### src/design/xsp_pkg.sv
// Package for the xyz to spherical pan/tilt unit: widths, transaction types,
// register indexes, arithmetic constants and small helper functions.
// No dependencies; every other file of the block imports it.
package xsp_pkg;

  // Field widths
  localparam int COORD_W   = 16;
  localparam int OFS_W     = 16;
  localparam int HDG_W     = 15;
  localparam int ANG_W     = 15;
  localparam int RNG_W     = 17;
  localparam int MAG_W     = COORD_W + 1;   // magnitude of a coordinate difference
  localparam int CFG_W     = 16;
  localparam int CFG_IDX_W = 2;

  // Configuration register indexes
  typedef enum logic [CFG_IDX_W-1:0] {
    REG_OFFSET_X = 2'd0,
    REG_OFFSET_Y = 2'd1,
    REG_HEADING  = 2'd2
  } cfg_reg_e;

  // Angle units
  localparam int ANG_F       = 6;
  localparam int ACC_F       = 16;
  localparam int UNIT_SH     = ACC_F - ANG_F;
  localparam int UNIT_RND    = 1 << (UNIT_SH - 1);
  localparam int FULL_CIRCLE = 360 << ANG_F;
  localparam int CIRC_W      = ANG_W + 1;
  localparam int PHI_W       = 26;
  localparam int HALF_TURN   = 180 << ACC_F;

  // Operand normalisation: largest operand brought to bit NORM_TOP
  localparam int NORM_TOP = 29;
  localparam int NORM_W   = NORM_TOP + 1;
  localparam int NSH_W    = 5;
  localparam int SQ_W     = 2 * MAG_W;      // one squared magnitude
  localparam int SUM_W    = SQ_W;           // sum of three squares fits here
  localparam int HSQ_W    = 2 * NORM_W;
  localparam int HSUM_W   = HSQ_W + 1;

  // CORDIC vectoring
  localparam int CO_STEPS = 20;
  localparam int CO_IN_W  = NORM_W + 1;
  localparam int CO_W     = CO_IN_W + 4;
  localparam int Z_W      = 25;
  localparam int ACC_ANG_W = 23;
  localparam int ANG_MAX  = 90 << ACC_F;

  // Square root (restoring, one result bit per stage)
  localparam int SQ_OUT_W = 31;
  localparam int SQ_IN_W  = 2 * SQ_OUT_W;
  localparam int SQ_REM_W = SQ_OUT_W + 2;

  // Range: floor((root + 120) / 240) as ((root + 120) >> 4) / 15 by reciprocal
  localparam int RNG_ROOT_W = 25;
  localparam int RNG_BIAS   = 120;
  localparam int RNG_PRE_SH = 4;
  localparam int RNG_V_W    = RNG_ROOT_W + 1 - RNG_PRE_SH;
  localparam int RNG_MUL_W  = 23;
  localparam int RNG_MUL    = 4473925;
  localparam int RNG_MUL_SH = 26;
  localparam int RNG_P_W    = RNG_V_W + RNG_MUL_W;
  localparam int RNG_Q_W    = RNG_P_W - RNG_MUL_SH;
  localparam int RANGE_MAX  = (1 << RNG_W) - 1;

  // Pipeline alignment (cycles)
  localparam int TZ_DLY     = SQ_OUT_W;
  localparam int PAN_DLY    = 33;
  localparam int RNG_DLY    = 20;
  localparam int FLG_DLY    = 54;
  localparam int PIPE_DEPTH = 57;

  // Queue between front and back
  localparam int FIFO_DEPTH = 4;
  localparam int FIFO_AW    = 2;

  typedef struct packed {
    logic signed [COORD_W-1:0] point_x;
    logic signed [COORD_W-1:0] point_y;
    logic signed [COORD_W-1:0] point_z;
    logic                      in_last;
  } pt_in_t;

  typedef struct packed {
    logic [ANG_W-1:0] pan_angle;
    logic [ANG_W-1:0] tilt_angle;
    logic [RNG_W-1:0] range_value;
    logic             out_last;
  } pt_out_t;

  // Classified point: magnitudes and signs
  typedef struct packed {
    logic [MAG_W-1:0] ax;
    logic [MAG_W-1:0] ay;
    logic [MAG_W-1:0] az;
    logic             sx;
    logic             sy;
    logic             sz;
    logic             last;
  } mag_item_t;

  typedef struct packed {
    logic full;
    logic empty;
  } fifo_stat_t;

  // atan(2^-i) in degrees, 16 fraction bits
  function automatic logic [ACC_ANG_W-1:0] atan_val(input int i);
    logic [ACC_ANG_W-1:0] v;
    case (i)
      0:  v = 23'd2949120;
      1:  v = 23'd1740967;
      2:  v = 23'd919879;
      3:  v = 23'd466945;
      4:  v = 23'd234379;
      5:  v = 23'd117304;
      6:  v = 23'd58666;
      7:  v = 23'd29335;
      8:  v = 23'd14668;
      9:  v = 23'd7334;
      10: v = 23'd3667;
      11: v = 23'd1833;
      12: v = 23'd917;
      13: v = 23'd458;
      14: v = 23'd229;
      15: v = 23'd115;
      16: v = 23'd57;
      17: v = 23'd29;
      18: v = 23'd14;
      19: v = 23'd7;
      default: v = '0;
    endcase
    return v;
  endfunction

  // Left shift that brings the top set bit of m to NORM_TOP (0 for zero)
  function automatic logic [NSH_W-1:0] norm_shift(input logic [MAG_W-1:0] m);
    logic [NSH_W-1:0] s;
    s = '0;
    for (int i = 0; i < MAG_W; i++) begin
      if (m[i]) s = NSH_W'(NORM_TOP - i);
    end
    return s;
  endfunction

  // Accumulator angle to output units, rounded half up, reduced to the circle
  function automatic logic [CIRC_W-1:0] to_units(input logic [PHI_W-1:0] a);
    logic [PHI_W-1:0] t;
    t = (a + PHI_W'(UNIT_RND)) >> UNIT_SH;
    if (t >= PHI_W'(FULL_CIRCLE)) t = t - PHI_W'(FULL_CIRCLE);
    return CIRC_W'(t);
  endfunction

endpackage

### src/design/xsp_fifo.sv
// Short transaction queue between the front and back parts.
// Depends on xsp_pkg (mag_item_t, fifo_stat_t, depth constants).
module xsp_fifo import xsp_pkg::*; (
  input  logic       clk_i,
  input  logic       rst_ni,
  input  logic       push_i,
  input  mag_item_t  push_data_i,
  input  logic       pop_i,
  output mag_item_t  head_o,
  output fifo_stat_t stat_o
);

  mag_item_t            mem_q [FIFO_DEPTH];
  logic [FIFO_AW-1:0]   wr_q, rd_q;
  logic [FIFO_AW:0]     cnt_q;

  assign stat_o.full  = (cnt_q == (FIFO_AW+1)'(FIFO_DEPTH));
  assign stat_o.empty = (cnt_q == '0);
  assign head_o       = mem_q[rd_q];

  // pointers and fill level
  always_ff @(posedge clk_i or negedge rst_ni) begin
    if (!rst_ni) begin
      wr_q  <= '0;
      rd_q  <= '0;
      cnt_q <= '0;
    end else begin
      if (push_i) wr_q <= wr_q + 1'b1;
      if (pop_i)  rd_q <= rd_q + 1'b1;
      if (push_i && !pop_i)      cnt_q <= cnt_q + 1'b1;
      else if (!push_i && pop_i) cnt_q <= cnt_q - 1'b1;
    end
  end

  // storage
  always_ff @(posedge clk_i) begin
    if (push_i) mem_q[wr_q] <= push_data_i;
  end

endmodule

### config.mk
export PLATFORM = sky130hd
export DESIGN_NAME = xsp_fifo
export DESIGN_NICKNAME = d
export VERILOG_FILES = /design/src/design/xsp_pkg.sv /design/src/design/xsp_fifo.sv
export SDC_FILE = /design/constraint.sdc
export NUM_CORES = 1
export LEC_CHECK = 0
export BUFFER_PORTS_ARGS = -buffer_cell sky130_fd_sc_hd__buf_2
export CAP_MARGIN = 30
export CORE_ASPECT_RATIO = 1.75
export CORE_MARGIN = 2
export CORE_UTILIZATION = 45
export CTS_CLUSTER_SIZE = 20
export DETAILED_ROUTE_END_ITERATION = 16
export PLACE_DENSITY = 0.67
export SLEW_MARGIN = 30
export SYNTH_ARGS = -nofsm -noshare
export SYNTH_HDL_FRONTEND = slang
export SYNTH_SLANG_ARGS = --single-unit
### constraint.sdc
create_clock -name clk_i -period 2.4 [get_ports clk_i]
set_clock_uncertainty 0.2 [all_clocks]
set_input_delay 0.12 -clock clk_i [delete_from_list [all_inputs] [get_ports clk_i]]
set_output_delay 0.12 -clock clk_i [all_outputs]
set_load 0.03 [all_outputs]
==> key figures, run 1 <==
Run status
  • Status: finished, final reports clean

STA
  • Final hold viol count: 0
  • Crit share post-route: 95.2%
  • Relative slew slack: 67.1%
  • Fin Setup TNS: 0 ns
  • RSZ-0062 raised after global routing: false
  • Period minus WS final: roughly 2.3 ns
  • # setup viols final: 0
  • Fin. max-slew vios: 0
  • Worst Tran Pin Value: 0.494 ns
  • F_max: 438 MHz

Setup path
  • Setup slack, reg-to-reg: around 0.59 ns
  • CP Capture Point: head_o[8]
  • Setup CP Type: register to output port
  • CP max FO: 16
  • Crit path DAT: 1.96 ns
  • R2R Path Start: wr_q[0]
  • Crit end category: output port
  • FF-to-FF End: mem_q[0][18]
  • CP startpoint: rd_q[0]
  • Startpoint Class: register
  • WP data required: around 2.1 ns
  • Reg2Reg Depth: 4

Cells and area
  • Final core occ: approximately three fifths
  • Post-layout net count: 589
  • Layout cells sized above 1: between 40% and 50%
  • ANT cells: 0
  • Design Area, Final: about 11000 sq um
  • Area delta synth->final: 26.5%

Yosys
  • Syn Area/Cell: around 26 sq um
  • Cells after Synth: 321
  • Asr flop ratio synth: slightly above 3%
  • Most common library cells after synthesis: edfxtp_1 (220), mux4_2 (55), dfrtp_1 (7)
  • Post-synth EDFFs: 220
  • Top post-synthesis cells by area: edfxtp_1 (79%), mux4_2 (15%), dfrtp_1 (2.1%)
  • Synthesis warning total: 0
  • Unique cell type count in the Yosys netlist: 19
  • Seq/Total Area, Yosys: between 80 and 90%
  • Cell Area, Synth: about 8300 sq um
  • Synth Flop Type: edfxtp_1
  • Leading area contributor after synthesis: edfxtp_1
  • Syn_nets: approximately 390
  • Synth top area share: 79.4%
  • Count leader, synth: edfxtp_1
  • Synth Register Bits: ~230

Power
  • Pwr Total: 0.0130 W
  • PwrDens: about 1200 nW/um^2
  • Worst VDD drop: 0.748 mV
  • Pleak: 3.68 nW

Run
  • Number of max-cap violations: 0

Place
  • Port Buffers: between 100 and 150
  • GP Congestion: a little under 0.7
  • Post-DP Area: between 9000 and 10000 sq um
  • DP HPWL: just over 9000 um

Die
  • Die height: ~180 um
  • Starting density of the core: roughly 46%
  • Top Ports: 116
  • Die Area: between 15000 and 20000 sq um
  • Die Span X: 107 um
  • Core Box Area: around 18000 sq um
  • Rows: 65

Detailed routing
  • Via count: between 3000 and 4000
  • Vias/cell: ~5.1
  • Routed WL: 15000 um
  • TritonRoute pass-1 iters: 5
  • ANT nets after route: 0
  • WL/cell: just under 20 um
  • Initial DRC Count: approximately 150
  • DRC viols: 0

Global routing
  • Total track usage: between 10% and 20%
  • Gr ovfl total: 0
  • Vias in the first global route: roughly 4400
  • Initial antenna violation count: 0
  • Global-route wire length before repair: approximately 23000 um
  • Pin count of the biggest net entering global routing: 38

Clock tree
  • Clk pin slew, worst setup/hold paths: ~0.060 ns
  • Buffer depth of the longest clock path: 3
  • Total CTS buffers: 21
  • H-tree Lvls: 1
  • Clk root buf: clkbuf_16
  • Clk Latency, worst-skew pair: about 0.48 ns
  • Clock sink total: approximately 230
  • TritonCTS clock tree: built
  • Cts repair resizes: 0

Hold path
  • Hold crit path type: primary input to register
critical path: stages, from the launching register on:
cell and delay [ns]:
dfrtp_4 0.51, buf_12 0.21, mux4_2 0.55, buf_2 0.20
repair_timing:
item,in CTS,in global routing
setup endpoints to repair,43,0
hold endpoints to repair,233,0
setup buffers,4,0
hold buffers,59,0
power breakdown:
group	switching [W]	internal, W	total [W]
clock	0.00128	0.00171	0.00299
sequential	0.000215	0.00519	0.00541
combinational	0.00282	0.00179	0.00461
total	0.00431	0.00869	0.0130
layout make-up:
| type | count | area (sq um) |
|---|---|---|
| Tap cell | 234 | 293 |
| Inverter | 4 | 15.0 |
| Clock inverter | 4 | 21.3 |
| Multi-Input combinational cell | 78 | 1440 |
| Timing Repair Buffer | 192 | 1380 |
| Sequential cell | 227 | 6790 |
| Fill cell | 1372 | 7520 |
| Clock buffer | 32 | 597 |
routing by layer:
| metal | global-route usage, % | vias up | part of all wire [%] |
|---|---|---|---|
| li1 | - | 1770 | - |
| met1 | 17.2 | 2072 | 37 |
| met2 | 30.4 | 95 | 57 |
| met3 | 2.06 | 30 | 3.7 |
| met4 | 5.71 | 0 | 2.7 |
| met5 | 0 | - | 0 |
logic make-up after synthesis:
logic type / count (synthesis) / synth area share (%)
buf+inv: 16 / 1.25
xor+xnor: 6 / 0.631
compound gates: 1 / 0.0601
simple gates: 9 / 0.586
fa+ha+maj: 6 / 0.992
flops: 227 / 81.5
mux: 56 / 15.0
cell usage in the layout, fill, tap and decap left out:
master and count:
nor2_1 1, clkinvlp_4 1, clkbuf_1 8, mux4_2 55, and2_2 4, buf_12 6
nor3_1 1, xor2_1 4, fa_1 1, clkinv_1 1, inv_1 4, dfrtp_1 5
dfrtp_2 1, buf_2 115, nor3b_1 1, xnor2_1 2, nand2_1 2, dlygate4sd3_1 59
ha_1 5, buf_4 12, dfrtp_4 1, mux2_2 1, clkbuf_8 3, clkinv_2 2
o21ai_0 1, clkbuf_16 21, edfxtp_1 220
flip-flops by register name (all words and copies together), names as in the netlist:
signal	flops
mem_q	220
cnt_q	3
rd_q	2
wr_q	2
worst min-delay path by stage:
stage / end / slack [ns] / start / cells past startpoint
final: mem_q[1][25] / 0.19 / push_data_i[25] / 2
after global routing: mem_q[2][30] / 0.18 / push_data_i[30] / 2
after CTS: mem_q[3][11] / 0.17 / push_data_i[11] / 2
after detailed placement: cnt_q[2] / -0.24 / rst_ni / 1
after global placement: cnt_q[2] / -0.24 / rst_ni / 1
after floorplan: cnt_q[0] / -0.38 / rst_ni / 0
metrics by stage:
step	hold slack, ns	instances	worst slack (ns)
4_1_cts	0.170	771	0.0772
6_report	0.187	771	0.116
5_1_grt	0.184	771	0.0489
3_3_place_gp	-0.236	672	0.413
2_1_floorplan	-0.376	321	0.455
3_5_place_dp	-0.235	672	0.404
No activity file was read; power rests on OpenSTA's default activity.
==> run 2, diff against run 1 <==
--- a/config.mk
+++ b/config.mk
@@ -5,14 +5,14 @@
 export SDC_FILE = /design/constraint.sdc
 export NUM_CORES = 1
 export LEC_CHECK = 0
-export BUFFER_PORTS_ARGS = -buffer_cell sky130_fd_sc_hd__buf_2
 export CAP_MARGIN = 30
 export CORE_ASPECT_RATIO = 1.75
 export CORE_MARGIN = 2
 export CORE_UTILIZATION = 45
 export CTS_CLUSTER_SIZE = 20
 export DETAILED_ROUTE_END_ITERATION = 16
-export PLACE_DENSITY = 0.67
+export DONT_BUFFER_PORTS = 1
+export PLACE_DENSITY = 0.61
 export SLEW_MARGIN = 30
 export SYNTH_ARGS = -nofsm -noshare
 export SYNTH_HDL_FRONTEND = slang
==> run 2 against run 1 <==
Effect of this change:
- first-iteration DRC count fell by 2.7%
- count of clock-buffer cells in the layout decreased by 6
- highest routed layer unchanged
- flip-flop and latch count unchanged
- wire length decreased by 1.9%
- sequential share of layout area is 4.0 points higher
- die area did not move
- largest cell class unchanged
- maximum frequency is 2.3% higher
- design area is 5.9% lower
- largest power group unchanged
- non-clock buffer count down 116
- critical path type unchanged
==> key figures, run 2 (synthesis results as in run 1) <==
STA
  • Final Hold Slack: 0.00664 ns (was 0.187 ns)
  • Worst Tran Pin Value: 0.452 ns (was 0.494 ns)
  • Relative slew slack: 69.9% (was 67.1%)
  • RSZ-0062 raised after global routing: false (unchanged)
  • Fin Setup TNS: 0 ns (unchanged)
  • Period minus WS final: 2.23 ns (was 2.28 ns)
  • Crit share post-route: 93.0% (was 95.2%)
  • Fin. max-slew vios: 0 (unchanged)
  • # setup viols final: 0 (unchanged)
  • F_max: 448 MHz (was 438 MHz)
  • Final hold viol count: 0 (unchanged)

Cells and area
  • Layout cells sized above 1: 24.9% (was 41.3%)
  • Commonest non-fill, non-tap cell in the layout: edfxtp_1 (unchanged)
  • Most frequent cells in the layout: edfxtp_1 (220), dlygate4sd3_1 (59), mux4_2 (55), clkbuf_16 (21), buf_4 (13) (was edfxtp_1 (220), buf_2 (115), dlygate4sd3_1 (59), mux4_2 (55), clkbuf_16 (21))
  • Leading registers by flop count: mem_q x220, cnt_q x3 (unchanged)
  • Area delta synth->final: 19.1% (was 26.5%)
  • Biggest register: mem_q (unchanged)
  • Fin cells: 658 (was 771)
  • Design Area, Final: 9910 sq um (was 10500 sq um)
  • Max reg flops: 220 (unchanged)
  • Post-layout net count: 473 (was 589)

Global routing
  • Total track usage: 15.4% (was 15.7%)
  • Initial antenna violation count: 2 (was 0)
  • Gr ovfl total: 0 (unchanged)
  • Pin count of the biggest net entering global routing: 37 (was 38)
  • Vias in the first global route: 4013 (was 4410)
  • Global-route wire length before repair: 22400 um (was 23500 um)

Setup path
  • Setup CP Type: register to output port (unchanged)
  • Critical path's slowest cell: mux4_2 (unchanged)
  • CP max FO: 29 (was 16)
  • Startpoint Class: register (unchanged)
  • Top delay family on crit path: multiplexers (unchanged)
  • WP data required: 2.08 ns (about the same)
  • Crit end category: output port (unchanged)
  • Crit path cell chain: buf_16 > mux4_2 (was buf_12 > mux4_2 > buf_2)
  • Worst path bufs/invs: 1 (was 2)
  • CP max stage delay: 0.67 ns (was 0.55 ns)
  • Crit path DAT: 1.91 ns (was 1.96 ns)

Detailed routing
  • ANT nets after route: 0 (unchanged)
  • WL/cell: 22.3 um (was 19.4 um)
  • Routed WL: 14700 um (was 15000 um)
  • TritonRoute pass-1 iters: 4 (was 5)
  • Via count: 3539 (was 3967)
  • Initial DRC Count: 142 (was 146)
  • Vias/cell: 5.38 (was 5.15)
  • DRC viols: 0 (unchanged)

Clock tree
  • Clk pin slew, worst setup/hold paths: 0.06 ns (about the same)
  • H-tree Lvls: 1 (unchanged)
  • Clk root buf: clkbuf_16 (unchanged)
  • TritonCTS clock tree: built (unchanged)
  • Buffer depth of the longest clock path: 3 (unchanged)
  • Clk Latency, worst-skew pair: 0.49 ns (was 0.48 ns)
  • Clock sink total: 227 (unchanged)
  • Total CTS buffers: 21 (unchanged)

Run
  • Number of max-cap violations: 0 (unchanged)

Place
  • Post-DP Area: 8710 sq um (was 9290 sq um)
  • Port Buffers: 0 (was 115)
  • GP Congestion: 0.699 (was 0.693)
  • Placed cells: 559 (was 672)
  • DP HPWL: 9030 um (was 9250 um)

Die
  • Top Ports: 116 (unchanged)
  • Core Box Area: 18100 sq um (unchanged)
  • Die Area: 19600 sq um (unchanged)
  • Die Span X: 107 um (unchanged)
  • Die height: 184 um (unchanged)
  • Rows: 65 (unchanged)
  • Starting density of the core: 46.1% (unchanged)

Power
  • Pleak: 3.21 nW (was 3.68 nW)
  • PwrDens: 1250 nW/um^2 (was 1230 nW/um^2)
  • Worst VDD drop: 0.660 mV (was 0.748 mV)

Run status
  • Status: finished, final reports clean (unchanged)

Hold path
  • Hold crit path type: primary input to register (unchanged)
-- run 2: changes by cell type in the layout (fill, tap and decap cells not counted), sizes merged --
cell	delta
buf	-116
clkbuf	-6
clkinv	+7
diode	+2
-- run 2: layout make-up --
cell class / count / area [sq um]
well taps: 234 / 293
diodes: 2 / 5.00
multi-input cells: 78 / 1440
inverters: 4 / 15.0
repair buffers: 76 / 776
clock buffers: 26 / 544
fillers: 1399 / 8140
clock inverters: 11 / 50.0
flip-flops and latches: 227 / 6790
-- run 2: final timing paths --
path	startpoint	endpoint	slack, ns	cells past startpoint
max in group asynchronous	rst_ni	rd_q[0]	1.32	2
max reg2reg	wr_q[0]	mem_q[0][4]	0.71	4
min reg2reg	cnt_q[2]	cnt_q[2]	0.30	1
min	push_i	mem_q[2][45]	0.007	2
max	rd_q[0]	head_o[28]	0.17	2
min in group asynchronous	rst_ni	wr_q[1]	0.38	2
-- run 2: where the power goes --
part | switching [W] | internal, W | leakage, nW
Clock | 0.00131 | 0.00160 | 0.290
Sequential | 0.000208 | 0.00519 | 2.10
Combinational | 0.00268 | 0.00137 | 0.816
-- run 2: what timing repair did --
action / CTS / global route
hold buffers: 59 / 0
setup buffers: 1 / 0
gates resized for setup: 1 / 0
hold endpoints to repair: 234 / 0
setup endpoints to repair: 26 / 0
-- run 2: layer usage --
layer	vias to the layer above	part of all wire [%]	GRT usage, %
li1	1542	-	-
met1	1881	35	16.7
met2	92	58	29.3
met3	24	5.0	3.26
met4	0	1.9	5.04
met5	-	0	0
-- run 2: per-stage QoR --
step	power (W)	utilization, %	setup slack, ns
3_5_place_dp	0.00952	48.2	0.488
5_1_grt	0.0129	54.9	0.0851
3_3_place_gp	0.00943	48.2	0.495
2_1_floorplan	0.00872	-	0.455
6_report	0.0124	54.9	0.168
4_1_cts	0.0126	54.9	0.128
