[src/design/xsp_pkg.sv]
// Package for the xyz to spherical pan/tilt unit: widths, transaction types,
// register indexes, arithmetic constants and small helper functions.
// No dependencies; every other file of the block imports it.
package xsp_pkg;

  // Field widths
  localparam int COORD_W   = 16;
  localparam int OFS_W     = 16;
  localparam int HDG_W     = 15;
  localparam int ANG_W     = 15;
  localparam int RNG_W     = 17;
  localparam int MAG_W     = COORD_W + 1;   // magnitude of a coordinate difference
  localparam int CFG_W     = 16;
  localparam int CFG_IDX_W = 2;

  // Configuration register indexes
  typedef enum logic [CFG_IDX_W-1:0] {
    REG_OFFSET_X = 2'd0,
    REG_OFFSET_Y = 2'd1,
    REG_HEADING  = 2'd2
  } cfg_reg_e;

  // Angle units
  localparam int ANG_F       = 6;
  localparam int ACC_F       = 16;
  localparam int UNIT_SH     = ACC_F - ANG_F;
  localparam int UNIT_RND    = 1 << (UNIT_SH - 1);
  localparam int FULL_CIRCLE = 360 << ANG_F;
  localparam int CIRC_W      = ANG_W + 1;
  localparam int PHI_W       = 26;
  localparam int HALF_TURN   = 180 << ACC_F;

  // Operand normalisation: largest operand brought to bit NORM_TOP
  localparam int NORM_TOP = 29;
  localparam int NORM_W   = NORM_TOP + 1;
  localparam int NSH_W    = 5;
  localparam int SQ_W     = 2 * MAG_W;      // one squared magnitude
  localparam int SUM_W    = SQ_W;           // sum of three squares fits here
  localparam int HSQ_W    = 2 * NORM_W;
  localparam int HSUM_W   = HSQ_W + 1;

  // CORDIC vectoring
  localparam int CO_STEPS = 20;
  localparam int CO_IN_W  = NORM_W + 1;
  localparam int CO_W     = CO_IN_W + 4;
  localparam int Z_W      = 25;
  localparam int ACC_ANG_W = 23;
  localparam int ANG_MAX  = 90 << ACC_F;

  // Square root (restoring, one result bit per stage)
  localparam int SQ_OUT_W = 31;
  localparam int SQ_IN_W  = 2 * SQ_OUT_W;
  localparam int SQ_REM_W = SQ_OUT_W + 2;

  // Range: floor((root + 120) / 240) as ((root + 120) >> 4) / 15 by reciprocal
  localparam int RNG_ROOT_W = 25;
  localparam int RNG_BIAS   = 120;
  localparam int RNG_PRE_SH = 4;
  localparam int RNG_V_W    = RNG_ROOT_W + 1 - RNG_PRE_SH;
  localparam int RNG_MUL_W  = 23;
  localparam int RNG_MUL    = 4473925;
  localparam int RNG_MUL_SH = 26;
  localparam int RNG_P_W    = RNG_V_W + RNG_MUL_W;
  localparam int RNG_Q_W    = RNG_P_W - RNG_MUL_SH;
  localparam int RANGE_MAX  = (1 << RNG_W) - 1;

  // Pipeline alignment (cycles)
  localparam int TZ_DLY     = SQ_OUT_W;
  localparam int PAN_DLY    = 33;
  localparam int RNG_DLY    = 20;
  localparam int FLG_DLY    = 54;
  localparam int PIPE_DEPTH = 57;

  // Queue between front and back
  localparam int FIFO_DEPTH = 4;
  localparam int FIFO_AW    = 2;

  typedef struct packed {
    logic signed [COORD_W-1:0] point_x;
    logic signed [COORD_W-1:0] point_y;
    logic signed [COORD_W-1:0] point_z;
    logic                      in_last;
  } pt_in_t;

  typedef struct packed {
    logic [ANG_W-1:0] pan_angle;
    logic [ANG_W-1:0] tilt_angle;
    logic [RNG_W-1:0] range_value;
    logic             out_last;
  } pt_out_t;

  // Classified point: magnitudes and signs
  typedef struct packed {
    logic [MAG_W-1:0] ax;
    logic [MAG_W-1:0] ay;
    logic [MAG_W-1:0] az;
    logic             sx;
    logic             sy;
    logic             sz;
    logic             last;
  } mag_item_t;

  typedef struct packed {
    logic full;
    logic empty;
  } fifo_stat_t;

  // atan(2^-i) in degrees, 16 fraction bits
  function automatic logic [ACC_ANG_W-1:0] atan_val(input int i);
    logic [ACC_ANG_W-1:0] v;
    case (i)
      0:  v = 23'd2949120;
      1:  v = 23'd1740967;
      2:  v = 23'd919879;
      3:  v = 23'd466945;
      4:  v = 23'd234379;
      5:  v = 23'd117304;
      6:  v = 23'd58666;
      7:  v = 23'd29335;
      8:  v = 23'd14668;
      9:  v = 23'd7334;
      10: v = 23'd3667;
      11: v = 23'd1833;
      12: v = 23'd917;
      13: v = 23'd458;
      14: v = 23'd229;
      15: v = 23'd115;
      16: v = 23'd57;
      17: v = 23'd29;
      18: v = 23'd14;
      19: v = 23'd7;
      default: v = '0;
    endcase
    return v;
  endfunction

  // Left shift that brings the top set bit of m to NORM_TOP (0 for zero)
  function automatic logic [NSH_W-1:0] norm_shift(input logic [MAG_W-1:0] m);
    logic [NSH_W-1:0] s;
    s = '0;
    for (int i = 0; i < MAG_W; i++) begin
      if (m[i]) s = NSH_W'(NORM_TOP - i);
    end
    return s;
  endfunction

  // Accumulator angle to output units, rounded half up, reduced to the circle
  function automatic logic [CIRC_W-1:0] to_units(input logic [PHI_W-1:0] a);
    logic [PHI_W-1:0] t;
    t = (a + PHI_W'(UNIT_RND)) >> UNIT_SH;
    if (t >= PHI_W'(FULL_CIRCLE)) t = t - PHI_W'(FULL_CIRCLE);
    return CIRC_W'(t);
  endfunction

endpackage

[src/design/xsp_front.sv]
// Front part: takes point transactions, subtracts the horizontal offset
// and classifies into magnitudes and signs. Depends on xsp_pkg.
module xsp_front import xsp_pkg::*; (
  input  logic                    clk_i,
  input  logic                    rst_ni,
  input  logic                    in_valid_i,
  output logic                    in_stall_o,
  input  pt_in_t                  in_data_i,
  input  logic signed [OFS_W-1:0] offset_x_i,
  input  logic signed [OFS_W-1:0] offset_y_i,
  input  fifo_stat_t              fifo_stat_i,
  output logic                    push_o,
  output mag_item_t               item_o
);

  logic signed [MAG_W-1:0] dx, dy, dz;
  mag_item_t               item_d, item_q;
  logic                    vld_q;
  logic                    load;

  // offset subtraction and magnitudes
  assign dx = MAG_W'(in_data_i.point_x) - MAG_W'(offset_x_i);
  assign dy = MAG_W'(in_data_i.point_y) - MAG_W'(offset_y_i);
  assign dz = MAG_W'(in_data_i.point_z);

  always_comb begin
    item_d.ax   = dx[MAG_W-1] ? MAG_W'(-dx) : MAG_W'(dx);
    item_d.ay   = dy[MAG_W-1] ? MAG_W'(-dy) : MAG_W'(dy);
    item_d.az   = dz[MAG_W-1] ? MAG_W'(-dz) : MAG_W'(dz);
    item_d.sx   = dx[MAG_W-1];
    item_d.sy   = dy[MAG_W-1];
    item_d.sz   = dz[MAG_W-1];
    item_d.last = in_data_i.in_last;
  end

  // holding register: refills whenever the queue can take its content
  assign load       = !vld_q || !fifo_stat_i.full;
  assign in_stall_o = vld_q && fifo_stat_i.full;
  assign push_o     = vld_q && !fifo_stat_i.full;
  assign item_o     = item_q;

  always_ff @(posedge clk_i or negedge rst_ni) begin
    if (!rst_ni) begin
      vld_q <= 1'b0;
    end else if (load) begin
      vld_q <= in_valid_i;
    end
  end

  always_ff @(posedge clk_i) begin
    if (load && in_valid_i) item_q <= item_d;
  end

endmodule

[config.mk]
export PLATFORM = sky130hd
export DESIGN_NAME = xsp_front
export DESIGN_NICKNAME = d
export VERILOG_FILES = /design/src/design/xsp_pkg.sv /design/src/design/xsp_front.sv
export SDC_FILE = /design/constraint.sdc
export NUM_CORES = 1
export LEC_CHECK = 0
export BUFFER_PORTS_ARGS = -buffer_cell sky130_fd_sc_hd__buf_2
export CAP_MARGIN = 10
export CELL_PAD_IN_SITES_DETAIL_PLACEMENT = 1
export CELL_PAD_IN_SITES_GLOBAL_PLACEMENT = 2
export CORE_MARGIN = 2
export CORE_UTILIZATION = 31
export DETAILED_ROUTE_END_ITERATION = 8
export PLACE_DENSITY = 0.85
export RECOVER_POWER = 50
export SYNTH_ARGS = -nofsm -noshare
export SYNTH_HDL_FRONTEND = slang
export SYNTH_SLANG_ARGS = --single-unit
export TNS_END_PERCENT = 30
[constraint.sdc]
create_clock -name clk_i -period 3.8 [get_ports clk_i]
set_input_delay 0.57 -clock clk_i [delete_from_list [all_inputs] [get_ports clk_i]]
set_output_delay 0.57 -clock clk_i [all_outputs]
set_load 0.01 [all_outputs]
==> flow_summary.yaml, run 1 <==
run_status:
  run_status: "finished clean"
clocking:
  clock-sinks: 56
  root_buffer: "clkbuf_16"
  path_clk_slew_ns: 0.07
  cts_hold_buffers: 0
  cts.repair.resized: 0
  numCtsBuffers: 5
  insertion_delay_ns: 0.28
  post_cts_buffers: 0
  clockBufferDepth: 2
  htreeDepth: 2
  tritoncts: "built"
die:
  num_rows: 43
  initial_core_util_pct: 32.1
  dieArea_sq_um: 15400
  fp.dieH_um: 124
  chipWidth_um: 124
  coreArea_sq_um: 14000
  ios: 143
logic_synthesis:
  synth_nets: 585
  synth-seq-cells: 56
  yosysSeqAreaShare_pct: 37.4
  synth-edff-count: 55
  yosysTopAreaCellShare_pct: 36.8
  async_flop_share_pct: 1.79
  syn_inst: 462
  synth_area_sq_um: 4480
  avgSynthCellArea_sq_um: 9.71
  ys.flop_type: "edfxtp_1"
  ys_types: 67
  synth.area.top_cells: "edfxtp_1 37%, ha_1 9.8%, xnor2_1 8.8%, inv_1 3.9%, xor2_1 3.3%"
  yosys_warnings: 0
  yosys.area.top_type: "edfxtp_1"
sta:
  period_share_pct: 85.0
  worstMarginPinSlew_ns: 1.33
  rsz0062_at_grt: "false"
  setup_viol: 0
  slew_violations: 0
  fin_worst_skew_ns: 0.00312
  slew_headroom_pct: 11.3
  period_needed_ns: 3.23
  tns_ns: 0
  max_freq_mhz: 309
  timing_hold_violations_final: 0
cells_and_area:
  nets: 729
  stdcell_count: 787
  area_growth_pct: 22.1
  drive_gt1_share_pct: 18.8
  n_fill_cell: 1687
  diodes: 0
grt:
  grt_pass1_vias: 3855
  grt_usage_pct: 13.9
  grt_max_degree: 56
  overflow: 0
  grt_pass1_wl_mm: 18.4
  antenna_found_initial: 0
drt:
  vias: 3845
  drt_iter0_markers: 160
  antenna_left: 0
  post_drt_wl_per_cell_um: 14.2
  drc: 0
  routed_via_density: 4.89
  wl_mm: 11.2
  drt_first_pass_iters: 4
worst_setup_path:
  crit_arrival_ns: 3.26
  crit_start: "in_data_i[17]"
  startpoint_type: "input port"
  path_class: "input port to register"
  critical_path_required_ns: 3.83
  r2r_end: "item_o[4]"
  r2r_slack_ns: 1.72
  r2r_start: "vld_q"
  critPathMaxFanout: 4
  endpoint_kind: "register"
  ff2ff_path_depth: 3
power_and_ir_drop:
  vdd.ir_drop.worst_mv: 0.191
  power.total_mw: 2.01
  power_leakage_nw: 2.28
  powerDensity_nw_per_um2: 367
place:
  dpl.cell_count: 779
  port-buffer-count: 141
  hpwlAfterDp_mm: 9.39
  gp_congestion: 0.807
flow_run:
  cap_violations: 0
worst_hold_path:
  hold_class: "input port to async pin"
layout by cell type, fill, tap and decap left out, types with 3 or more instances in the layout:
cell | netlist | final
clkbuf_16 | 0 | 5
a211oi_1 | 5 | 5
nand3_1 | 8 | 8
a21oi_2 | 4 | 4
nand2b_1 | 7 | 7
or2_2 | 5 | 5
xnor2_1 | 45 | 45
and3_1 | 5 | 5
nor2_1 | 38 | 38
a41oi_1 | 3 | 3
buf_2 | 2 | 81
nor3_1 | 9 | 9
ha_1 | 35 | 35
xor2_1 | 17 | 17
o21a_1 | 10 | 10
edfxtp_1 | 55 | 55
a21oi_1 | 18 | 18
inv_1 | 46 | 46
a31oi_1 | 5 | 5
nand2_1 | 32 | 32
or3_1 | 9 | 9
a21o_1 | 7 | 7
o21ai_0 | 20 | 20
nor4b_2 | 3 | 3
o31ai_1 | 9 | 9
clkbuf_1 | 2 | 60
nor2b_1 | 13 | 12
layout make-up:
cell class / instances / area (sq um) / share of cell area (%)
multi-input combinational: 353 / 2600 / 47.5
sequential: 56 / 1680 / 30.6
timing repair buffer: 144 / 651 / 11.9
tap: 180 / 225 / 4.11
inverter: 46 / 173 / 3.15
clock buffer: 6 / 139 / 2.54
clock inverter: 2 / 10.0 / 0.183
cell usage after synthesis (all sizes together), types with 5 or more instances:
cell	n
a211oi	6
a21o	7
a21oi	22
a31oi	6
and3	5
edfxtp	55
ha	35
inv	46
nand2	32
nand2b	7
nand3	8
nor2	38
nor2b	13
nor3	9
o21a	10
o21ai	21
o31ai	10
or2	5
or3	9
xnor2	45
xor2	17
per-stage QoR:
step                      hold slack, ns  area [sq um]  util [%]  setup WS, ns
after floorplan                    0.274          4480         -         0.110
after global placement             0.346          5400      38.6         0.305
after detailed placement           0.347          5400      38.6         0.250
after CTS                         0.0404          5550      39.7         0.554
after global routing              0.0351          5480      39.1         0.326
final                             0.0493          5480      39.1         0.568
how the worst max path moves through the flow:
stage	to	slack (ns)	depth (start not counted)
6_report	item_o[36]	0.57	12
5_1_grt	item_o[36]	0.33	12
4_1_cts	item_o[36]	0.55	12
3_5_place_dp	item_o[36]	0.25	12
3_3_place_gp	item_o[36]	0.31	12
2_1_floorplan	item_o[0]	0.11	2
registers in the layout, indices dropped and copies added (netlist names):
| register | count |
|---|---|
| item_o | 55 |
| vld_q | 1 |
cells by family (layout without fill, tap and decap cells):
family / count (synthesis) / count (layout) / share of synthesized area, %
and+or+nand+nor: 143 / 143 / 16.8
DFF: 56 / 56 / 37.4
xor gates and xnor gates: 62 / 62 / 12.1
buffers and inverters: 53 / 198 / 4.77
AOI/OAI and AO/OA: 109 / 109 / 18.0
muxes: 1 / 1 / 0.251
adders and majority gates: 37 / 37 / 10.7
other: 1 / 1 / 0.0836
routing by layer:
layer / track usage [%] / vias up / share of wire [%]
li1: - / 1945 / -
met1: 18.3 / 1815 / 47
met2: 24.9 / 83 / 50
met3: 1.59 / 2 / 3.4
met4: 1.98 / 0 / 0.42
met5: 0 / - / 0
critical path, stage by stage:
cell and delay [ns]:
buf_2 0.07, inv_1 0.03, ha_1 0.22, fa_1 0.39
nand2b_1 0.18, a21oi_1 0.30, o31a_1 0.24, a211oi_1 0.11
or3b_1 0.45, nor4b_2 0.33, a41oi_1 0.17, xor2_1 0.18
power breakdown:
group	switching (mW)	internal, mW	leakage (nW)
sequential	0.0264	0.794	0.537
clock	0.195	0.260	0.0766
combinational	0.427	0.306	1.67
No activity file was read; power rests on OpenSTA's default activity.
==> run 2: changes to the inputs <==
Settings changed: CELL_PAD_IN_SITES_DETAIL_PLACEMENT 1 to unset, CELL_PAD_IN_SITES_GLOBAL_PLACEMENT 2 to unset, CORE_UTILIZATION 31 to 40, PLACE_DENSITY 0.85 to 0.69.
==> flow_summary.yaml, run 2 (same netlist as run 1, synthesis figures left out) <==
drt:
  routed_via_density: 5.07
  drc: 0
  drt_first_pass_iters: 4
  vias: 3786
  post_drt_wl_per_cell_um: 13.2
  antenna_left: 0
  drt_iter0_markers: 139
  wl_mm: 9.88
power_and_ir_drop:
  power.total_mw: 1.93
  seq_power_share_pct: 42.2
  intPower_mw: 1.29
  powerDensity_nw_per_um2: 358
  power_leakage_nw: 2.26
  vdd.ir_drop.worst_mv: 0.177
  switching_share_pct: 32.9
  p_switching_uw: 634
  combPwrFrac_pct: 37.8
  clkPwrFrac_pct: 20.0
sta:
  slew_violations: 0
  period_needed_ns: 3.30
  fin_worst_skew_ns: 0.00920
  worstMarginPinSlew_ns: 1.37
  rsz0062_at_grt: "false"
  hold_slack_ns: 0.0166
  period_share_pct: 86.8
  max_freq_mhz: 303
  tns_ns: 0
  slew_headroom_pct: 8.39
  setup_viol: 0
  timing_hold_violations_final: 0
worst_setup_path:
  crit_start: "in_data_i[17]"
  crit_arrival_ns: 3.34
  critPathMaxFanout: 4
  r2r_end: "item_o[49]"
  startpoint_type: "input port"
  endpoint_kind: "register"
  r2r_slack_ns: 1.66
  critical_path_required_ns: 3.85
  path_class: "input port to register"
  r2r_start: "vld_q"
  ff2ff_path_depth: 3
  crit_path_end: "item_o[36]"
grt:
  antenna_found_initial: 0
  overflow: 0
  grt_pass1_vias: 3593
  grt_usage_pct: 16.1
  grt_pass1_wl_mm: 15.7
  grt_max_degree: 56
clocking:
  tritoncts: "built"
  numCtsBuffers: 5
  clockBufferDepth: 2
  cts_hold_buffers: 0
  htreeDepth: 2
  root_buffer: "clkbuf_8"
  cts.repair.resized: 0
  insertion_delay_ns: 0.30
  post_cts_buffers: 0
  clock-sinks: 56
  path_clk_slew_ns: 0.10
die:
  ios: 143
  dieArea_sq_um: 12100
  num_rows: 38
  coreArea_sq_um: 10900
  fp.dieH_um: 110
  initial_core_util_pct: 41.2
  chipWidth_um: 110
place:
  gp_congestion: 0.832
  hpwlAfterDp_mm: 8.10
  port-buffer-count: 141
cells_and_area:
  drive_gt1_share_pct: 18.6
  area_growth_pct: 20.1
  diodes: 0
  largest_reg_flops: 55
  layout_common_cells: "80 x buf_2, 61 x clkbuf_1, 55 x edfxtp_1, 46 x inv_1, 45 x xnor2_1"
  final_common_cell: "buf_2"
  nets: 729
flow_run:
  cap_violations: 0
worst_hold_path:
  hold_class: "input port to async pin"
run_status:
  run_status: "finished clean"
-- run 2: area by class of cell --
cell class | count | area (sq um)
clock inverters | 3 | 42.5
multi-input cells | 353 | 2600
fillers | 1077 | 5500
clock buffers | 5 | 68.8
inverters | 46 | 173
repair buffers | 144 | 649
flip-flops and latches | 56 | 1680
well taps | 140 | 175
-- run 2: how the worst min path moves through the flow --
stage	depth (start not counted)	startpoint	endpoint
floorplan	0	rst_ni	vld_q
detailed placement	1	rst_ni	vld_q
finish	1	rst_ni	vld_q
global route	1	rst_ni	vld_q
global placement	1	rst_ni	vld_q
CTS	1	rst_ni	vld_q
-- run 2: power by group through the flow --
stage / combinational, mW / clock [mW] / sequential [mW]
2_1_floorplan: 0.491 / 0 / 0.864
3_3_place_gp: 0.727 / 0 / 0.821
3_5_place_dp: 0.748 / 0 / 0.824
4_1_cts: 0.751 / 0.396 / 0.810
5_1_grt: 0.814 / 0.417 / 0.821
6_report: 0.729 / 0.386 / 0.813
-- run 2: through the flow --
step                      cells  worst slack [ns]  util (%)  instance area, sq um
after floorplan             462             0.110         -                  4480
after global routing        747             0.330      49.5                  5390
after global placement      739             0.327      49.2                  5350
after detailed placement    739             0.211      49.2                  5350
final                       747             0.501      49.5                  5390
after CTS                   747             0.517      50.2                  5470
-- run 2: critical path: stages --
cell and delay [ns]:
buf_2 0.07, inv_1 0.03, ha_1 0.24, fa_1 0.42, nand2b_1 0.18, a21oi_1 0.30
o31a_1 0.25, a211oi_1 0.11, or3b_1 0.45, nor4b_2 0.35, a41oi_1 0.18, xor2_1 0.17
-- run 2: per-layer routing --
| layer | GRT usage (%) | wire length [um] |
|---|---|---|
| met2 | 28.9 | 5050 |
| met3 | 2.37 | 474 |
| met1 | 19.9 | 4260 |
| met5 | 0 | 0 |
| met4 | 4.34 | 88 |
==> run 3: changes to the inputs <==
Settings changed: HOLD_SLACK_MARGIN set to 0.06, MAX_ROUTING_LAYER set to met4.
==> flow_summary.yaml, run 3 (same netlist as run 1, synthesis figures left out) <==
worst_setup_path:
  critPathTopFamily: "simple AND/OR/NAND/NOR gates"
  crit_buf_inv: 2
  cp_slowest_cell: "or3b_1"
  startpoint_type: "input port"
  slowest_delay_ns: 0.45
  crit_arrival_ns: 3.34
  path_class: "input port to register"
  endpoint_kind: "register"
  worstPathCellList: "buf_2 -> inv_1 -> ha_1 -> fa_1 -> nand2b_1 -> a21oi_1 -> o31a_1 -> a211oi_1 -> or3b_1 -> nor4b_2 -> a41oi_1 -> xor2_1"
  critPathMaxFanout: 4
  critical_path_required_ns: 3.85
grt:
  antenna_found_initial: 0
  grt_max_degree: 56
  grt_usage_pct: 16.6
  overflow: 0
  grt_pass1_vias: 3604
  grt_pass1_wl_mm: 15.8
die:
  chipWidth_um: 110
  ios: 143
  fp.dieH_um: 110
  dieArea_sq_um: 12100
  num_rows: 38
  coreArea_sq_um: 10900
  initial_core_util_pct: 41.2
sta:
  hold_slack_ns: 0.476
  timing_hold_violations_final: 0
  tns_ns: 0
  fin_worst_skew_ns: 0.00941
  fin_ws_ns: 0.503
  max_freq_mhz: 303
  period_needed_ns: 3.30
  rsz0062_at_grt: "false"
  slew_headroom_pct: 8.39
  setup_viol: 0
  worstMarginPinSlew_ns: 1.37
  period_share_pct: 86.8
  slew_violations: 0
clocking:
  path_clk_slew_ns: 0.10
  insertion_delay_ns: 0.30
  cts.repair.resized: 0
  clockBufferDepth: 2
  root_buffer: "clkbuf_8"
  htreeDepth: 2
  tritoncts: "built"
  numCtsBuffers: 5
  clock-sinks: 56
place:
  dpl_worst_slack_ns: 0.211
  gp_congestion: 0.845
  hpwlAfterDp_mm: 8.10
  port-buffer-count: 141
power_and_ir_drop:
  powerDensity_nw_per_um2: 357
  vdd.ir_drop.worst_mv: 0.177
  power_leakage_nw: 2.26
  power.total_mw: 1.93
cells_and_area:
  layout_common_cells: "80 x buf_2, 61 x clkbuf_1, 55 x edfxtp_1, 46 x inv_1, 45 x xnor2_1"
  final_common_cell: "buf_2"
  drive_gt1_share_pct: 18.6
  nets: 730
  area_growth_pct: 20.3
  diodes: 0
  utilization_pct: 49.6
  largest_reg_flops: 55
drt:
  drt_iter0_markers: 153
  antenna_left: 0
  routed_via_density: 5.06
  wl_mm: 9.91
  drc: 0
  vias: 3787
  drt_first_pass_iters: 4
  post_drt_wl_per_cell_um: 13.2
worst_hold_path:
  hold_class: "input port to register"
flow_run:
  cap_violations: 0
run_status:
  run_status: "finished clean"
-- run 3: cell count changes in the layout (fill, tap and decap cells not counted), sizes merged --
cell	before	now
dlygate4sd3	0	1
-- run 3: metrics by stage --
stage / instance area, sq um / instances
after floorplan: 4480 / 462
after global placement: 5350 / 739
after detailed placement: 5350 / 739
after CTS: 5480 / 748
after global routing: 5400 / 748
final: 5400 / 748
-- run 3: cell type report --
class                      count  area [sq um]
clock inverter                 3          42.5
multi-input combinational    353          2600
fill                        1076          5490
inverter                      46           173
tap                          140           175
timing repair buffer         145           659
sequential                    56          1680
clock buffer                   5          68.8
-- run 3: worst register-to-register path: cells and delay by family (launching register included) --
| family | cells | cell delay [ns] |
|---|---|---|
| buffers and inverters | 1 | 1.00 |
| and+or+nand+nor | 2 | 0.34 |
| DFF | 1 | 0.38 |
-- run 3: repair_timing --
item | in CTS | in global routing
hold endpoints to repair | 1 | 0
setup buffers | 0 | 0
hold buffers | 1 | 0
-- run 3: where the power goes --
part	switching (mW)	leakage, nW	internal, mW
combinational	0.423	1.67	0.306
sequential	0.0204	0.537	0.792
clock	0.191	0.0541	0.195
total	0.634	2.26	1.29
-- run 3: worst paths after layout --
check,to,start,cells after the start,slack [ns]
max,item_o[36],in_data_i[17],12,0.50
min reg2reg,vld_q,vld_q,2,0.76
min in group asynchronous,vld_q,rst_ni,2,0.58
min,vld_q,in_valid_i,2,0.48
max reg2reg,item_o[49],vld_q,3,1.66
max in group asynchronous,vld_q,rst_ni,2,3.14
-- run 3: routing by layer --
layer | global-route usage [%] | share of wire (%) | vias to the layer above
li1 | - | - | 1943
met2 | 29.0 | 51 | 99
met5 | - | 0 | -
met3 | 2.37 | 4.7 | 7
met4 | 4.34 | 0.91 | 0
met1 | 19.9 | 43 | 1738
